==> src/sv/dmsl_pkg.sv <==
// Shared types and constants for the dual motor synchronized lift controller.
// Holds the request and result structs, drive and phase codes and register indexes.
// No dependencies.
package dmsl_pkg;

	typedef struct packed {
		logic up_key_held;
		logic down_key_held;
		logic up_key_edge;
		logic down_key_edge;
		logic first_top_hit;
		logic first_bottom_hit;
		logic second_top_hit;
		logic second_bottom_hit;
		logic first_pulse;
		logic second_pulse;
	} req_t;

	typedef struct packed {
		logic [1:0] first_drive;
		logic [1:0] second_drive;
		logic       raise_lamp;
		logic       lower_lamp;
		logic [1:0] phase;
	} rsp_t;

	typedef enum logic [3:0] {
		PH_IDLE  = 4'b0001,
		PH_RAISE = 4'b0010,
		PH_LOWER = 4'b0100,
		PH_BRAKE = 4'b1000
	} phase_t;

	localparam logic [1:0] DRV_STOP  = 2'd0;
	localparam logic [1:0] DRV_RAISE = 2'd1;
	localparam logic [1:0] DRV_LOWER = 2'd2;

	localparam logic [1:0] PHASE_IDLE  = 2'd0;
	localparam logic [1:0] PHASE_RAISE = 2'd1;
	localparam logic [1:0] PHASE_LOWER = 2'd2;
	localparam logic [1:0] PHASE_BRAKE = 2'd3;

	localparam int CFG_DATA_BITS = 16;
	localparam int CFG_INDEX_BITS = 2;

	localparam logic [CFG_INDEX_BITS-1:0] REG_SYNC_THRESHOLD = 2'd0;
	localparam logic [CFG_INDEX_BITS-1:0] REG_BRAKE_TICKS    = 2'd1;
	localparam logic [CFG_INDEX_BITS-1:0] REG_DEBOUNCE_TICKS = 2'd2;

	localparam logic [15:0] SYNC_THRESHOLD_RESET = 16'd10;
	localparam logic [15:0] BRAKE_TICKS_RESET    = 16'd100;
	localparam logic [7:0]  DEBOUNCE_TICKS_RESET = 8'd5;

endpackage

==> src/sv/dual_motor_sync_lift_controller.sv <==
// Top level of the dual motor synchronized lift controller.
// Depends on dmsl_pkg for the request/result structs and codes.
// One request is one tick of key, limit switch and hall pulse events.
//
// Usage:
//   in_valid/in_stall/in_data carry one tick request; it is taken at a rising
//   edge with in_valid high and in_stall low. out_valid/out_stall/out_data
//   return exactly one result per request, in order: both motor drives, the
//   two lamps and the run phase.
//   cfg_wr_en/cfg_index/cfg_data write sync_threshold (0), brake_ticks (1) and
//   debounce_ticks (2); other indexes are ignored. Write only while idle.
// Pipeline:
//   A request lands in the input register, and its result is registered in the
//   output register when the output is not stalled. One request per cycle is
//   sustained while out_stall is low; the whole tick update is one pass of
//   logic from the input register to the state and output registers.
// Reset:
//   arst_n clears the run state, counts, latches and pending keys and loads
//   the register defaults (10, 100, 5). No result is pending after reset.
// Stall:
//   A stalled result holds in the output register; an empty input register
//   takes one more request, then in_stall rises until the result is taken.
module dual_motor_sync_lift_controller #(
	parameter int COUNT_BITS = 16
) (
	input  logic                                 clk,
	input  logic                                 arst_n,
	input  logic                                 in_valid,
	output logic                                 in_stall,
	input  dmsl_pkg::req_t                       in_data,
	output logic                                 out_valid,
	input  logic                                 out_stall,
	output dmsl_pkg::rsp_t                       out_data,
	input  logic                                 cfg_wr_en,
	input  logic [dmsl_pkg::CFG_INDEX_BITS-1:0]  cfg_index,
	input  logic [dmsl_pkg::CFG_DATA_BITS-1:0]   cfg_data
);

	localparam int CMP_BITS = (COUNT_BITS > 16) ? COUNT_BITS : 16;

	logic [15:0]           sync_threshold_q;
	logic [15:0]           brake_ticks_q;
	logic [7:0]            debounce_ticks_q;

	logic                  valid_s1;
	dmsl_pkg::req_t        req_s1;
	logic                  advance;

	dmsl_pkg::phase_t      phase_q, phase_n;
	logic [1:0]            drive_first_q, drive_first_n;
	logic [1:0]            drive_second_q, drive_second_n;
	logic [COUNT_BITS-1:0] count_first_q, count_first_n;
	logic [COUNT_BITS-1:0] count_second_q, count_second_n;
	logic [3:0]            latches_q, latches_n;
	logic                  up_pending_q, up_pending_n;
	logic                  down_pending_q, down_pending_n;
	logic [15:0]           wait_q, wait_n;

	logic                  out_valid_q;
	dmsl_pkg::rsp_t        out_q;
	dmsl_pkg::rsp_t        rsp_n;

	function automatic logic [3:0] sync_rule(
		input logic [1:0]            dir,
		input logic                  first_lim,
		input logic                  second_lim,
		input logic [COUNT_BITS-1:0] cf,
		input logic [COUNT_BITS-1:0] cs,
		input logic [15:0]           thr,
		input logic [1:0]            d1,
		input logic [1:0]            d2
	);
		logic [COUNT_BITS-1:0] diff_fs;
		logic [COUNT_BITS-1:0] diff_sf;
		logic [1:0]            r1;
		logic [1:0]            r2;
		diff_fs = cf - cs;
		diff_sf = cs - cf;
		r1 = d1;
		r2 = d2;
		if (first_lim && second_lim) begin
			r1 = dmsl_pkg::DRV_STOP;
			r2 = dmsl_pkg::DRV_STOP;
		end else if (first_lim) begin
			r1 = dmsl_pkg::DRV_STOP;
		end else if (second_lim) begin
			r2 = dmsl_pkg::DRV_STOP;
		end else if (cf > cs && CMP_BITS'(diff_fs) > CMP_BITS'(thr)) begin
			r1 = dmsl_pkg::DRV_STOP;
			r2 = dir;
		end else if (cs > cf && CMP_BITS'(diff_sf) > CMP_BITS'(thr)) begin
			r2 = dmsl_pkg::DRV_STOP;
			r1 = dir;
		end else if (cf == cs) begin
			r1 = dir;
			r2 = dir;
		end
		return {r1, r2};
	endfunction

	assign advance   = !out_valid_q || !out_stall;
	assign in_stall  = valid_s1 && !advance;
	assign out_valid = out_valid_q;
	assign out_data  = out_q;

	always_ff @(posedge clk or negedge arst_n) begin
		if (!arst_n) begin
			sync_threshold_q <= dmsl_pkg::SYNC_THRESHOLD_RESET;
			brake_ticks_q    <= dmsl_pkg::BRAKE_TICKS_RESET;
			debounce_ticks_q <= dmsl_pkg::DEBOUNCE_TICKS_RESET;
		end else if (cfg_wr_en) begin
			unique case (cfg_index)
				dmsl_pkg::REG_SYNC_THRESHOLD: sync_threshold_q <= cfg_data;
				dmsl_pkg::REG_BRAKE_TICKS:    brake_ticks_q <= cfg_data;
				dmsl_pkg::REG_DEBOUNCE_TICKS: debounce_ticks_q <= cfg_data[7:0];
				default: ;
			endcase
		end
	end

	always_ff @(posedge clk or negedge arst_n) begin
		if (!arst_n) begin
			valid_s1 <= 1'b0;
		end else if (!in_stall) begin
			valid_s1 <= in_valid;
		end
	end

	always_ff @(posedge clk) begin
		if (!in_stall && in_valid) begin
			req_s1 <= in_data;
		end
	end

	always_comb begin
		logic [3:0] rule;
		logic       finish;
		logic [1:0] rev;

		rule   = '0;
		finish = 1'b0;
		rev    = dmsl_pkg::DRV_LOWER;

		phase_n        = phase_q;
		drive_first_n  = drive_first_q;
		drive_second_n = drive_second_q;
		wait_n         = wait_q;
		up_pending_n   = up_pending_q | req_s1.up_key_edge;
		down_pending_n = down_pending_q | req_s1.down_key_edge;
		latches_n      = latches_q | {req_s1.second_bottom_hit, req_s1.second_top_hit,
			req_s1.first_bottom_hit, req_s1.first_top_hit};
		count_first_n  = (req_s1.first_pulse && count_first_q != '1) ?
			count_first_q + 1'b1 : count_first_q;
		count_second_n = (req_s1.second_pulse && count_second_q != '1) ?
			count_second_q + 1'b1 : count_second_q;

		unique case (phase_q)
			dmsl_pkg::PH_IDLE: begin
				if (up_pending_n || down_pending_n) begin
					if (wait_q >= 16'(debounce_ticks_q)) begin
						wait_n = '0;
						if (up_pending_n) begin
							if (req_s1.up_key_held) begin
								phase_n = dmsl_pkg::PH_RAISE;
								rule = sync_rule(dmsl_pkg::DRV_RAISE, latches_n[0], latches_n[2],
									count_first_n, count_second_n, sync_threshold_q,
									dmsl_pkg::DRV_RAISE, dmsl_pkg::DRV_RAISE);
								drive_first_n  = rule[3:2];
								drive_second_n = rule[1:0];
							end else begin
								up_pending_n = 1'b0;
							end
						end else begin
							if (req_s1.down_key_held) begin
								phase_n = dmsl_pkg::PH_LOWER;
								rule = sync_rule(dmsl_pkg::DRV_LOWER, latches_n[1], latches_n[3],
									count_first_n, count_second_n, sync_threshold_q,
									dmsl_pkg::DRV_LOWER, dmsl_pkg::DRV_LOWER);
								drive_first_n  = rule[3:2];
								drive_second_n = rule[1:0];
							end else begin
								down_pending_n = 1'b0;
							end
						end
					end else begin
						wait_n = wait_q + 16'd1;
					end
				end else begin
					wait_n = '0;
				end
			end
			dmsl_pkg::PH_RAISE: begin
				if (!req_s1.up_key_held) begin
					up_pending_n = 1'b0;
					rev = dmsl_pkg::DRV_LOWER;
					if (brake_ticks_q == '0) begin
						finish = 1'b1;
					end else begin
						drive_first_n  = rev;
						drive_second_n = rev;
						wait_n         = brake_ticks_q;
						phase_n        = dmsl_pkg::PH_BRAKE;
					end
				end else begin
					rule = sync_rule(dmsl_pkg::DRV_RAISE, latches_n[0], latches_n[2],
						count_first_n, count_second_n, sync_threshold_q,
						drive_first_q, drive_second_q);
					drive_first_n  = rule[3:2];
					drive_second_n = rule[1:0];
				end
			end
			dmsl_pkg::PH_LOWER: begin
				if (!req_s1.down_key_held) begin
					down_pending_n = 1'b0;
					rev = dmsl_pkg::DRV_RAISE;
					if (brake_ticks_q == '0) begin
						finish = 1'b1;
					end else begin
						drive_first_n  = rev;
						drive_second_n = rev;
						wait_n         = brake_ticks_q;
						phase_n        = dmsl_pkg::PH_BRAKE;
					end
				end else begin
					rule = sync_rule(dmsl_pkg::DRV_LOWER, latches_n[1], latches_n[3],
						count_first_n, count_second_n, sync_threshold_q,
						drive_first_q, drive_second_q);
					drive_first_n  = rule[3:2];
					drive_second_n = rule[1:0];
				end
			end
			dmsl_pkg::PH_BRAKE: begin
				if (wait_q <= 16'd1) begin
					finish = 1'b1;
				end else begin
					wait_n = wait_q - 16'd1;
				end
			end
			default: begin
				phase_n = dmsl_pkg::PH_IDLE;
			end
		endcase

		if (finish) begin
			drive_first_n  = dmsl_pkg::DRV_STOP;
			drive_second_n = dmsl_pkg::DRV_STOP;
			phase_n        = dmsl_pkg::PH_IDLE;
			count_first_n  = '0;
			count_second_n = '0;
			latches_n      = '0;
			wait_n         = '0;
		end

		rsp_n.first_drive  = drive_first_n;
		rsp_n.second_drive = drive_second_n;
		rsp_n.raise_lamp   = (phase_n == dmsl_pkg::PH_RAISE);
		rsp_n.lower_lamp   = (phase_n == dmsl_pkg::PH_LOWER);
		unique case (phase_n)
			dmsl_pkg::PH_RAISE: rsp_n.phase = dmsl_pkg::PHASE_RAISE;
			dmsl_pkg::PH_LOWER: rsp_n.phase = dmsl_pkg::PHASE_LOWER;
			dmsl_pkg::PH_BRAKE: rsp_n.phase = dmsl_pkg::PHASE_BRAKE;
			default:            rsp_n.phase = dmsl_pkg::PHASE_IDLE;
		endcase
	end

	always_ff @(posedge clk or negedge arst_n) begin
		if (!arst_n) begin
			phase_q        <= dmsl_pkg::PH_IDLE;
			drive_first_q  <= dmsl_pkg::DRV_STOP;
			drive_second_q <= dmsl_pkg::DRV_STOP;
			count_first_q  <= '0;
			count_second_q <= '0;
			latches_q      <= '0;
			up_pending_q   <= 1'b0;
			down_pending_q <= 1'b0;
			wait_q         <= '0;
			out_valid_q    <= 1'b0;
		end else if (advance) begin
			out_valid_q <= valid_s1;
			if (valid_s1) begin
				phase_q        <= phase_n;
				drive_first_q  <= drive_first_n;
				drive_second_q <= drive_second_n;
				count_first_q  <= count_first_n;
				count_second_q <= count_second_n;
				latches_q      <= latches_n;
				up_pending_q   <= up_pending_n;
				down_pending_q <= down_pending_n;
				wait_q         <= wait_n;
			end
		end
	end

	always_ff @(posedge clk) begin
		if (advance && valid_s1) begin
			out_q <= rsp_n;
		end
	end

endmodule

==> config.mk <==
export PLATFORM = sky130hd
export DESIGN_NAME = dual_motor_sync_lift_controller
export DESIGN_NICKNAME = d
export VERILOG_FILES = /design/src/sv/dmsl_pkg.sv /design/src/sv/dual_motor_sync_lift_controller.sv
export SDC_FILE = /design/constraint.sdc
export NUM_CORES = 1
export LEC_CHECK = 0
export BUFFER_PORTS_ARGS = -buffer_cell sky130_fd_sc_hd__buf_4
export CORE_UTILIZATION = 35
export DETAILED_ROUTE_END_ITERATION = 7
export GPL_ROUTABILITY_DRIVEN = 0
export PLACE_DENSITY = 0.6
export SETUP_SLACK_MARGIN = 0.02
export SLEW_MARGIN = 20
export SYNTH_ARGS = -nofsm -noshare
export SYNTH_HDL_FRONTEND = slang
export SYNTH_SLANG_ARGS = --single-unit
==> constraint.sdc <==
create_clock -name clk -period 5.9 [get_ports clk]
set_input_delay 1.18 -clock clk [delete_from_list [all_inputs] [get_ports clk]]
set_output_delay 1.18 -clock clk [all_outputs]
set_load 0.1 [all_outputs]
; Yosys cells after proc, flatten, opt, wreduce, memory -nomap -nowiden
; Index checks and enable logic that the tools add are counted.
[word_totals]
register_bits = 122
word_cells = 186
in_bits = 33
output_inout_bits = 10
[op_classes]
n_reduce_logical = 23
muxes = 104
addsub = 6
magnitude_cmp = 6
bitwise = 3
n_eq_ne = 15
[op_table]
columns = operator, n
row1 = 16-bit 2-to-1 mux, 11
row2 = 2-bit 2-to-1 mux, 53
row3 = 16-bit > comparator, 4
row4 = 16-bit one-hot mux with 4 select lines, 1
row5 = "16-bit by 1-bit adder with 16-bit output, second input constant", 3
row6 = 4-bit 2-to-1 mux, 10
row7 = "16-bit inequality test, second input constant", 2
row8 = 16-bit subtractor, 2
row9 = 1-bit 2-to-1 mux, 22
row10 = 2-bit one-hot mux with 3 select lines, 3
row11 = 16-bit equality test, 1
row12 = 16-bit by 8-bit greater-or-equal comparator with 1-bit output, 1
row13 = "16-bit by 1-bit less-or-equal comparator with 1-bit output, second input constant", 1
row14 = 16-bit logical NOT, 1
row15 = 4-bit one-hot mux with 4 select lines, 1
row16 = "16-bit by 1-bit subtractor with 16-bit output, second input constant", 1
row17 = 1-bit logical AND, 9
row18 = "3-bit inequality test, second input constant", 3
row19 = "4-bit by 2-bit equality test with 1-bit output, second input constant", 2
row20 = "4-bit by 3-bit equality test with 1-bit output, second input constant", 2
row21 = "4-bit equality test, second input constant", 2
row22 = 2-bit AND reduction, 4
row23 = 6-bit AND reduction, 1
row24 = 5-bit nonzero test, 1
row25 = 10 further kinds, 16

; Longest topological paths before layout
; Gate-level depths: netlist (run 1).
[logic_depth]
word_depth = 17
depth_mapped = 30
mapped_depth_nobuf = 27

; Worst setup path before layout (run 1)
; No wires, ideal clock.
[synth_path]
path_type = register -> register
startpoint = register count_second_q[8]
endpoint = register drive_second_q[1]
arrival_time_ns = 5.444
required_ns = 5.774
slack_ns = 0.330
synth_period_minus_slack_ns = 5.570
setup_ns = 0.126
path_stages_with_launch = 30
n_path_buf = 3
cell_sequence = dfrtp_1 > clkbuf_1 > and4_1 > nand4_1 > o31a_1 > buf_2 > nand4_1 > nor2_1 > nand3_1 > xnor2_1 > inv_1 > ha_1 > buf_2 > nand2_1 > o21ai_0 > or3_1 > o21ai_1 > nand2b_1 > a21oi_1 > nor2_1 > xnor2_1 > ha_1 > nand4_1 > or3_1 > o221a_2 > a211oi_1 > or3_1 > a21oi_1 > o31a_1 > a221o_1
[synth_via]
elab_chain_len = 17
word_cells_on_any_way = 38
cone_classes = 3 x add/sub / 4 x order compare / 2 x eq/ne / 26 x mux / 3 x reduce/logical
[synth_rtl]
columns = element, line
row1 = start: declaration, dual_motor_sync_lift_controller.sv:53  ; logic [COUNT_BITS-1:0] count_second_q, count_second_n;
row2 = start signal: assignment, dual_motor_sync_lift_controller.sv:285  ; count_second_q <= count_second_n;
row3 = "parallel branches: the longest is 2 deep, another holds 16-bit by 1-bit adder with 16-bit output", --
row4 = 16-bit 2-to-1 mux (*), dual_motor_sync_lift_controller.sv:154  ; count_second_n = (req_s1.second_pulse && count_second_q != '1) ?
row5 = 16-bit subtractor, dual_motor_sync_lift_controller.sv:78  ; diff_sf = cs - cf;
row6 = 16-bit > comparator, dual_motor_sync_lift_controller.sv:91  ; end else if (cs > cf && CMP_BITS'(diff_sf) > CMP_BITS'(thr)) begin
row7 = 1-bit logical AND, dual_motor_sync_lift_controller.sv:91
row8 = 2-bit 2-to-1 mux, dual_motor_sync_lift_controller.sv:91
row9 = 2-bit 2-to-1 mux, dual_motor_sync_lift_controller.sv:88  ; end else if (cf > cs && CMP_BITS'(diff_fs) > CMP_BITS'(thr)) begin
row10 = 2-bit 2-to-1 mux, dual_motor_sync_lift_controller.sv:86  ; end else if (second_lim) begin
row11 = 2-bit 2-to-1 mux, dual_motor_sync_lift_controller.sv:84  ; end else if (first_lim) begin
row12 = 2-bit 2-to-1 mux, dual_motor_sync_lift_controller.sv:81  ; if (first_lim && second_lim) begin
row13 = 2-bit 2-to-1 mux, dual_motor_sync_lift_controller.sv:174  ; if (req_s1.down_key_held) begin
row14 = 2-bit 2-to-1 mux, dual_motor_sync_lift_controller.sv:162  ; if (up_pending_n) begin
row15 = 2-bit 2-to-1 mux, dual_motor_sync_lift_controller.sv:160  ; if (wait_q >= 16'(debounce_ticks_q)) begin
row16 = 2-bit 2-to-1 mux, dual_motor_sync_lift_controller.sv:159  ; if (up_pending_n || down_pending_n) begin
row17 = 2-bit one-hot mux with 3 select lines (*), dual_motor_sync_lift_controller.sv:157  ; unique case (phase_q)
row18 = 2-bit 2-to-1 mux (*), dual_motor_sync_lift_controller.sv:244  ; if (finish) begin
row19 = end signal: assignment, dual_motor_sync_lift_controller.sv:270  ; drive_second_q <= dmsl_pkg::DRV_STOP;
row20 = end signal: assignment, dual_motor_sync_lift_controller.sv:283  ; drive_second_q <= drive_second_n;
row21 = end: declaration, dual_motor_sync_lift_controller.sv:51  ; logic [1:0] drive_second_q, drive_second_n;
; Mark *: on every way between the ends.
; A chain may end at the register's enable or synchronous reset.

; Worst setup path in the final report (run 1)
[layout_path]
startpoint = register count_first_q[0]
endpoint = register out_q (netlist bit out_data[6]) (data pin)
[layout_via]
elab_chain_len = 16
word_cells_on_any_way = 37
cone_classes = 3 x add/sub / 4 x order compare / 2 x eq/ne / 25 x mux / 3 x reduce/logical
[layout_rtl]
columns = element, line
row1 = start: declaration, dual_motor_sync_lift_controller.sv:52  ; logic [COUNT_BITS-1:0] count_first_q, count_first_n;
row2 = start signal: assignment, dual_motor_sync_lift_controller.sv:284  ; count_first_q <= count_first_n;
row3 = "parallel branches: the longest is 2 deep, another holds 16-bit by 1-bit adder with 16-bit output", --
row4 = 16-bit 2-to-1 mux (*), dual_motor_sync_lift_controller.sv:152  ; count_first_n = (req_s1.first_pulse && count_first_q != '1) ?
row5 = 16-bit subtractor, dual_motor_sync_lift_controller.sv:77  ; diff_fs = cf - cs;
row6 = 16-bit > comparator, dual_motor_sync_lift_controller.sv:88
row7 = 1-bit logical AND, dual_motor_sync_lift_controller.sv:88
row8 = 1-bit 2-to-1 mux, dual_motor_sync_lift_controller.sv:88
row9 = 1-bit 2-to-1 mux, dual_motor_sync_lift_controller.sv:86
row10 = 1-bit 2-to-1 mux, dual_motor_sync_lift_controller.sv:84
row11 = 1-bit 2-to-1 mux, dual_motor_sync_lift_controller.sv:81
row12 = 2-bit 2-to-1 mux, dual_motor_sync_lift_controller.sv:163  ; if (req_s1.up_key_held) begin
row13 = 2-bit 2-to-1 mux, dual_motor_sync_lift_controller.sv:162
row14 = 2-bit 2-to-1 mux, dual_motor_sync_lift_controller.sv:160
row15 = 2-bit 2-to-1 mux, dual_motor_sync_lift_controller.sv:159
row16 = 2-bit one-hot mux with 3 select lines (*), dual_motor_sync_lift_controller.sv:157
row17 = 2-bit 2-to-1 mux (*), dual_motor_sync_lift_controller.sv:244
row18 = net drive_first_n[0], dual_motor_sync_lift_controller.sv:50  ; logic [1:0] drive_first_q, drive_first_n;
row19 = end signal: assignment, dual_motor_sync_lift_controller.sv:296  ; out_q <= rsp_n;
row20 = end: declaration, dual_motor_sync_lift_controller.sv:60  ; dmsl_pkg::rsp_t out_q;
; Mark *: on every way through the listed nets, which the timed path passes.

==> results of run 1 <==
## layout make-up
| type | count | area (µm²) |
|---|---|---|
| Clock buffer | 24 | 462 |
| Clock inverter | 8 | 95.1 |
| Fill cell | 2488 | 14400 |
| Inverter | 77 | 289 |
| Multi-Input combinational cell | 783 | 5510 |
| Sequential cell | 122 | 3160 |
| Tap cell | 330 | 413 |
| Timing Repair Buffer | 103 | 777 |
## worst reg2reg max path, cell delays in order, from the launching register on
cell	delay [ns]
dfrtp_2	0.44
ha_4	0.19
nand3_1	0.13
o31ai_4	0.09
buf_6	0.15
or2_2	0.35
nor2_1	0.15
buf_4	0.16
xor2_2	0.25
ha_4	0.27
and3_1	0.19
and3_1	0.22
a21oi_1	0.20
a211o_1	0.22
mux2i_1	0.19
o2111ai_1	0.15
ha_1	0.33
nand4_1	0.09
or3_1	0.36
o221a_2	0.30
a211o_1	0.27
o221a_2	0.31
a211oi_2	0.30
nor2_1	0.09
## cell families (layout without fill, tap and decap cells)
logic type,count (synthesis),in the layout,share of synthesized area
adders and majority gates,78,78,0.111
muxes,31,31,0.0385
DFF,122,122,0.353
AOI/OAI and AO/OA,265,265,0.183
xor gates and xnor gates,67,67,0.0657
buffers and inverters,126,212,0.0556
and+or+nand+nor,342,342,0.193
## metal layers
metal | vias to the layer above | part of all wire | GRT usage
li1 | 3802 | - | -
met1 | 3661 | 0.49 | 0.271
met2 | 193 | 0.46 | 0.297
met3 | 27 | 0.041 | 0.0304
met4 | 0 | 0.017 | 0.0617
met5 | - | 0 | 0
## registers in the layout, indices dropped and copies added (netlist names)
register          flops
valid_s1              1
sync_threshold_q     16
drive_first_q         2
debounce_ticks_q      8
req_s1               10
down_pending_q        1
out_data              8
out_valid             1
phase_q               4
up_pending_q          1
brake_ticks_q        16
wait_q               16
count_second_q       16
latches_q             4
count_first_q        16
drive_second_q        2
## where the power goes
part	leakage, nW	switching [mW]	internal [mW]
clock	0.276	0.376	0.630
combinational	3.08	1.56	1.12
sequential	1.47	0.175	1.02
## cell usage in the layout, fill, tap and decap left out, drive strengths merged, types with 18 or more instances in the layout
cell type  count
buf          103
nand2        123
inv           78
edfxtp        18
a21oi         69
mux2          27
nor2          67
xnor2         39
nand3         26
nor3          20
o21ai        108
ha            76
xor2          28
clkbuf        24
dfrtp         96
## per-stage QoR
stage          instances  power, mW  instance area, µm²  hold slack, ns
6_report            1447       4.88               10700           0.498
5_1_grt             1447       5.31               10700           0.528
3_3_place_gp        1406       3.72                9860           0.471
4_1_cts             1439       4.81               10400           0.503
3_5_place_dp        1406       3.76                9860           0.482
2_1_floorplan       1031       3.06                8930           0.457
## worst min path at each step
stage	slack, ns	cells after the start	to
3_5_place_dp	0.48	1	out_valid$_DFFE_PN0N_
4_1_cts	0.50	1	out_valid$_DFFE_PN0N_
6_report	0.50	1	out_valid$_DFFE_PN0N_
5_1_grt	0.53	2	latches_q[1]$_DFFE_PN0P_
3_3_place_gp	0.47	1	out_valid$_DFFE_PN0N_
2_1_floorplan	0.46	1	out_valid$_DFFE_PN0N_
## timing repair
| item | in CTS | in global routing |
|---|---|---|
| hold buffers | 0 | 0 |
| gates resized for setup | 5 | 43 |
| setup endpoints to repair | 7 | 8 |
| pin swaps | 2 | 17 |
| buffers inserted | 1 | 8 |
==> flow_summary.toml, run 1 <==
[outcome]
status = "finished, final reports clean"

[clock_network]
clock-root-buffer = "clkbuf_16"
cts.sink_count = 122
clk_pin_slew_ns = 0.05
numCtsBuffers = 17
cts_max_path_buffers = 2
cts_tree = "built"
htree_levels = 4
clk_latency_ns = 0.42

[setup_path]
crit_type = "reg2reg"
r2r-end = "out_data[6]$_DFFE_PP_"
path_buf_inv = 2
cp.required_ns = 6.06
worstPathMaxFanout = 6
r2r_cells = 23
cp-startpoint = "count_first_q[0]$_DFFE_PN0P_"
cp.arrival_ns = 5.80
cp-start-kind = "flip-flop"
crit_chain = "ha_4 > nand3_1 > o31ai_4 > buf_6 > or2_2 > nor2_1 > buf_4 > xor2_2 > ha_4 > and3_1 > and3_1 > a21oi_1 > a211o_1 > mux2i_1 > o2111ai_1 > ha_1 > nand4_1 > or3_1 > o221a_2 > a211o_1 > o221a_2 > a211oi_2 > nor2_1"
worst-path-stages = 23
rrSetupSlack_ns = 0.26
critical_path.endpoint = "out_data[6]$_DFFE_PP_"
cp_top_family = "compound AO/OA/AOI/OAI gates"
cp-end-kind = "flip-flop"
worstReg2RegStart = "count_first_q[0]$_DFFE_PN0P_"
cp_slowest_cell = "dfrtp_2"
slowest_delay_ns = 0.44

[timing]
rsz0062_at_grt = "false"
slew_headroom = 0.350
finClkSkew_ns = 0.0133
setup_viol = 0
fin_ws_ns = 0.258
fin_crit_ns = 5.64
worstMarginPinSlew_ns = 0.962
setup_tns_ns = 0
finalHoldViolCount = 0
fin_crit_sh = 0.956
slew_viol_final = 0
fmax_ghz = 0.177

[pwr]
leakagePower_nw = 4.83
irDropWorstVdd_mv = 0.227
p_per_area_nw_per_um2 = 456

[place]
post-place-ws_ns = -0.195
portBuffers = 42
place_hpwl_um = 18200

[global_routing]
grt_first_pass_wirelength_um = 39100
grt_usage = 0.191
overflow = 0
grt_pass1_vias = 7366
grt_max_degree = 55
antenna_found_initial = 0

[yosys]
ys_types = 69
synthesis.area_um2 = 8930
async_reset_ff_frac = 0.852
yosys.area.top_type = "dfrtp_1"
synth_most_common_cell = "nand2_1"
yosysSeqAreaShare = 0.353
synth_top_cells_by_count = "nand2_1 (123), dfrtp_1 (96), o21ai_0 (83)"
synth_ff_type = "dfrtp_1"
yosysWarnings = 0
syn-num-nets = 1142
synthCells = 1031
synth_area_leaders = "dfrtp_1 (27%), ha_1 (11%), edfxtp_1 (6.1%)"
synth.avg_cell_area_um2 = 8.66
ys_seq_elements = 122
synth_edf_count = 18
synth_top_area_share = 0.269

[layout]
drive_above_1_share = 0.199
postLayoutCoreUtil = 0.426
diodes = 0
area_growth_pct = 19.8
final_nets = 1215

[drt]
wl_um = 24300
vias_per_cell = 5.31
first_pass_iters = 6
drc = 0
vias = 7683
wl_per_cell_um = 16.8
ant_nets = 0
drt_iter0_drc = 401

[floorplanning]
rows = 58
die_h_um = 162
die_w_um = 162
io_pins = 43
die-area_um2 = 26200
start_util = 0.356
core-area_um2 = 25100

[flow_run]
max-cap-violations = 0

[hold_path]
hold_class = "reg2reg"
hold_start = "valid_s1$_DFFE_PN0N_"
Note: power is estimated with default switching activity, not from simulation.
==> run 2, diff against run 1 <==
--- a/config.mk
+++ b/config.mk
@@ -5,10 +5,11 @@
 export SDC_FILE = /design/constraint.sdc
 export NUM_CORES = 1
 export LEC_CHECK = 0
+export ABC_AREA = 1
 export BUFFER_PORTS_ARGS = -buffer_cell sky130_fd_sc_hd__buf_4
 export CORE_UTILIZATION = 35
 export DETAILED_ROUTE_END_ITERATION = 7
-export GPL_ROUTABILITY_DRIVEN = 0
+export GPL_ROUTABILITY_DRIVEN = 1
 export PLACE_DENSITY = 0.6
 export SETUP_SLACK_MARGIN = 0.02
 export SLEW_MARGIN = 20
==> run 2 against run 1 <==
  * Via count rose by 6.6%
  * Clock-buffer cell count decreased by 1
  * Die area is 3.2% higher
  * Core utilization shrank 2.0 points
  * Critical path depth grew 11
  * Highest routed layer unchanged
==> flow_summary.toml, run 2 <==
[timing]
fin_crit_sh = 0.919
slew_headroom = 0.325
finClkSkew_ns = 0.00867
fmax_ghz = 0.184
worstMarginPinSlew_ns = 1.01
fin_crit_ns = 5.42
finalHoldViolCount = 0
setup_viol = 0
slew_viol_final = 0
setup_tns_ns = 0
rsz0062_at_grt = "false"

[yosys]
yosys.area.top_type = "dfrtp_1"
async_reset_ff_frac = 0.852
synthCells = 1252
ys_seq_elements = 122
synth.avg_cell_area_um2 = 7.36
syn-num-nets = 1363
synth_top_area_share = 0.261
yosysSeqAreaShare = 0.342
synth_edf_count = 18
ys_types = 55
yosysWarnings = 0
synth_top_cells_by_count = "nand2_1 (279), inv_1 (206), dfrtp_1 (96)"
synth_ff_type = "dfrtp_1"
synth_area_leaders = "dfrtp_1 (26%), nand2_1 (11%), ha_1 (10%)"
synthesis.area_um2 = 9220
synth_most_common_cell = "nand2_1"

[flow_run]
max-cap-violations = 0

[floorplanning]
die_h_um = 164
rows = 59
die-area_um2 = 27000
start_util = 0.356
io_pins = 43
die_w_um = 164
core-area_um2 = 25900

[layout]
drive_above_1_share = 0.115
nFillCells = 2632
postLayoutCoreUtil = 0.407
mostFrequentLayoutCell = "nand2_1"
final_nets = 1399
area_growth_pct = 14.3
multiInputGateArea_um2 = 5080
layout_common_cells = "nand2_1 (279), inv_1 (206), dfrtp_1 (96)"
regArea_um2 = 3150
diodes = 0

[drt]
wl_per_cell_um = 15.1
ant_nets = 0
drt_iter0_drc = 599
wl_um = 24700
vias_per_cell = 5.00
vias = 8188
drc = 0
first_pass_iters = 7

[setup_path]
crit_top_cell = "nand2_1"
slowest_delay_ns = 0.40
cp-end-kind = "flip-flop"
cp-start-kind = "flip-flop"
cp.required_ns = 6.06
worstPathMaxFanout = 6
cp_slowest_cell = "dfrtp_1"
cp.arrival_ns = 5.58
crit_type = "reg2reg"

[global_routing]
grt_usage = 0.194
grt_pass1_vias = 7867
antenna_found_initial = 0
grt_max_degree = 66
overflow = 0
grt_first_pass_wirelength_um = 40400

[clock_network]
cts_tree = "built"
cts.sink_count = 122
cts_max_path_buffers = 2
clock-root-buffer = "clkbuf_16"
htree_levels = 4
clk_latency_ns = 0.42
numCtsBuffers = 17
clk_pin_slew_ns = 0.06

[place]
place_hpwl_um = 18900
place.gp.congestion = 0.896
portBuffers = 42

[hold_path]
hold_class = "reg2reg"

[outcome]
status = "finished, final reports clean"
[run 2: cells by family after synthesis]
| logic type | share of synthesized area |
|---|---|
| AND/OR/NAND/NOR | 0.232 |
| flip-flops | 0.342 |
| XOR/XNOR | 0.0586 |
| adder cells (fa/ha/maj) | 0.107 |
| buffers and inverters | 0.108 |
| AO/OA/AOI/OAI | 0.151 |
[run 2: critical path: cells and delay by family (launching register included)]
| kind | cells | cell delay (ns) |
|---|---|---|
| simple gates | 19 | 2.21 |
| fa+ha+maj | 3 | 0.87 |
| compound gates | 4 | 0.82 |
| buf+inv | 6 | 0.45 |
| flops | 1 | 0.40 |
| xor+xnor | 2 | 0.39 |
[run 2: path summary, 6_finish.rpt]
kind                                                     from  cells past startpoint                            end  slack, ns
worst max-delay path             count_first_q[0]$_DFFE_PN0P_                     34          out_data[5]$_DFFE_PP_       0.48
worst min-delay path            count_first_q[15]$_DFFE_PN0P_                      2  count_first_q[15]$_DFFE_PN0P_       0.48
worst max register to register   count_first_q[0]$_DFFE_PN0P_                     34          out_data[5]$_DFFE_PP_       0.48
worst min register to register  count_first_q[15]$_DFFE_PN0P_                      2  count_first_q[15]$_DFFE_PN0P_       0.48
max in group asynchronous                              arst_n                      2   count_first_q[9]$_DFFE_PN0P_       3.95
min in group asynchronous                              arst_n                      1   brake_ticks_q[9]$_DFFE_PN0P_       0.87
[run 2: repair_timing]
| item | CTS | global route |
|---|---|---|
| hold buffers | 0 | 0 |
| resized for setup | 0 | 3 |
| endpoints found under the setup margin | 0 | 6 |
| setup buffers | 0 | 2 |
| endpoints found under the hold margin | 0 | 0 |
[run 2: area by class of cell]
class                   instances  share of cell area
well taps                     335              0.0398
clock buffers                  23              0.0483
repair buffers                 50              0.0356
flip-flops and latches        122               0.299
clock inverters                 9              0.0151
multi-input cells             873               0.482
inverters                     224              0.0798
[run 2: routing by layer]
layer / part of all wire / vias to the layer above / track usage
li1: - / 4125 / -
met1: 0.46 / 3877 / 0.255
met2: 0.49 / 153 / 0.326
met3: 0.031 / 33 / 0.0293
met4: 0.018 / 0 / 0.0598
met5: 0 / - / 0
[run 2: through the flow]
stage,instances,instance area (µm²),hold slack [ns],setup WS [ns]
floorplan,1252,9220,0.448,1.29
global placement,1602,9840,0.462,0.538
detailed placement,1602,9840,0.467,0.402
CTS,1634,10500,0.479,0.405
global route,1636,10500,0.510,0.0357
finish,1636,10500,0.479,0.477
Power of run 2 is not shown: default switching activity piles up to over one toggle a cycle in this logic, so the estimate is an artifact.
==> run 3, diff against run 2 <==
--- a/config.mk
+++ b/config.mk
@@ -5,13 +5,13 @@
 export SDC_FILE = /design/constraint.sdc
 export NUM_CORES = 1
 export LEC_CHECK = 0
-export ABC_AREA = 1
 export BUFFER_PORTS_ARGS = -buffer_cell sky130_fd_sc_hd__buf_4
 export CORE_UTILIZATION = 35
 export DETAILED_ROUTE_END_ITERATION = 7
 export GPL_ROUTABILITY_DRIVEN = 1
 export PLACE_DENSITY = 0.6
 export SETUP_SLACK_MARGIN = 0.02
+export SKIP_CTS_REPAIR_TIMING = 1
 export SLEW_MARGIN = 20
 export SYNTH_ARGS = -nofsm -noshare
 export SYNTH_HDL_FRONTEND = slang
==> run 3 against run 2 <==
  * Clock-buffer cell count is 3 lower
  * Core utilization is 2.6 points higher
  * Clock skew increased by 0.0034 ns
  * Die area is 3.1% lower
  * Non-clock buffer count rose by 62
  * Critical path type unchanged
==> flow_summary.toml, run 3 (synthesis results as in run 1) <==
[global_routing]
antenna_found_initial = 0
overflow = 0
grt_first_pass_wirelength_um = 39900
grt_pass1_vias = 7598
grt_max_degree = 54
grt_usage = 0.193

[timing]
setup_tns_ns = 0
finalHoldViolCount = 0
fin_crit_sh = 0.960
fin_ws_ns = 0.236
slew_headroom = 0.322
fmax_ghz = 0.177
worstMarginPinSlew_ns = 1.00
slew_viol_final = 0
fin_crit_ns = 5.66
setup_viol = 0
hold_ws_ns = 0.505
finClkSkew_ns = 0.0121

[clock_network]
numCtsBuffers = 17
cts.sink_count = 122
cts_tree = "built"
clock-root-buffer = "clkbuf_16"
clk_latency_ns = 0.43
clk_pin_slew_ns = 0.06
cts_max_path_buffers = 2
htree_levels = 4

[setup_path]
slowest_delay_ns = 0.43
cp_slowest_cell = "dfrtp_1"
cp_top_family = "compound AO/OA/AOI/OAI gates"
path_buf_inv = 2
cp-start-kind = "flip-flop"
worstPathMaxFanout = 6
cp-end-kind = "flip-flop"
crit_type = "reg2reg"
rrSetupSlack_ns = 0.24
crit_chain = "ha_4 > nand3_1 > o31ai_4 > buf_6 > mux2i_4 > ha_4 > nor2b_1 > o21ai_0 > nand2_1 > a21oi_2 > o21ai_2 > a21oi_2 > a211o_1 > mux2i_1 > o2111ai_1 > ha_1 > nand4_1 > or3_1 > o221a_2 > a211o_1 > buf_4 > o221a_2 > a211oi_2 > nor2_1"
cp.required_ns = 6.06
cp.arrival_ns = 5.82

[floorplanning]
core-area_um2 = 25100
die-area_um2 = 26200
io_pins = 43
start_util = 0.356
rows = 58
die_h_um = 162
die_w_um = 162

[drt]
first_pass_iters = 7
wl_um = 24600
wl_per_cell_um = 16.9
vias = 7754
vias_per_cell = 5.33
drt_iter0_drc = 427
ant_nets = 0
drc = 0

[hold_path]
hold_class = "reg2reg"

[layout]
final_nets = 1224
instances_no_fill = 1456
area_growth_pct = 21.6
drive_above_1_share = 0.218
mostFrequentLayoutCell = "nand2_1"
layout_common_cells = "nand2_1 (123), buf_4 (111), dfrtp_1 (95)"
diodes = 0

[pwr]
p_total_mw = 4.89
leakagePower_nw = 4.85
irDropWorstVdd_mv = 0.250
p_per_area_nw_per_um2 = 451

[outcome]
status = "finished, final reports clean"

[place]
post-place-ws_ns = -0.0470
dp.cells = 1408
place.gp.congestion = 0.868
portBuffers = 42
place_hpwl_um = 18200

[flow_run]
max-cap-violations = 0
## run 3: changes by cell type in the layout (fill, tap and decap cells not counted), moves of 23 or more
cell,before,now
inv_1,206,76
o22ai_1,40,3
nand3_1,54,24
mux2_2,0,27
buf_4,50,111
nor2_1,90,64
nand2_1,279,123
xor2_1,47,24
xnor2_1,11,37
## run 3: metal layers
| layer | vias to the layer above | track usage | wire [µm] |
|---|---|---|---|
| li1 | 3826 | - | - |
| met1 | 3707 | 0.270 | 11700 |
| met2 | 196 | 0.308 | 11400 |
| met3 | 25 | 0.0304 | 1110 |
| met4 | 0 | 0.0523 | 299 |
| met5 | - | 0 | 0 |
## run 3: through the flow
step,instance area [µm²],utilization
global route,10900,0.432
global placement,9870,0.393
finish,10900,0.432
detailed placement,9870,0.393
CTS,10400,0.416
floorplan,8930,-
## run 3: power breakdown
group | internal [mW] | total, mW | switching, mW | leakage, nW
clock network | 0.587 | 1.00 | 0.414 | 0.282
registers | 1.02 | 1.19 | 0.173 | 1.47
logic | 1.14 | 2.70 | 1.56 | 3.10
## run 3: layout make-up
type | instances | area [µm²]
Multi-Input combinational cell | 783 | 5590
Timing Repair Buffer | 112 | 845
Clock inverter | 12 | 88.8
Sequential cell | 122 | 3150
Tap cell | 330 | 413
Inverter | 77 | 289
Fill cell | 2508 | 14300
Clock buffer | 20 | 478
## run 3: worst reg2reg max path: cells and delay by family, from the launching register on
family,cells,cell delay (ns)
flops,1,0.43
fa+ha+maj,3,0.76
mux,2,0.53
simple gates,6,0.94
buf+inv,2,0.35
compound gates,11,2.41
## run 3: final timing paths
check                                                      from                         endpoint  depth (start not counted)
worst max-delay path               count_first_q[1]$_DFFE_PN0P_            out_data[6]$_DFFE_PP_                         24
worst min-delay path            debounce_ticks_q[7]$_DFFE_PN0P_  debounce_ticks_q[7]$_DFFE_PN0P_                          1
worst min register to register  debounce_ticks_q[7]$_DFFE_PN0P_  debounce_ticks_q[7]$_DFFE_PN0P_                          1
min in group asynchronous                                arst_n            wait_q[4]$_DFFE_PN0P_                          1
worst max register to register     count_first_q[1]$_DFFE_PN0P_            out_data[6]$_DFFE_PP_                         24
max in group asynchronous                                arst_n     count_first_q[0]$_DFFE_PN0P_                          2
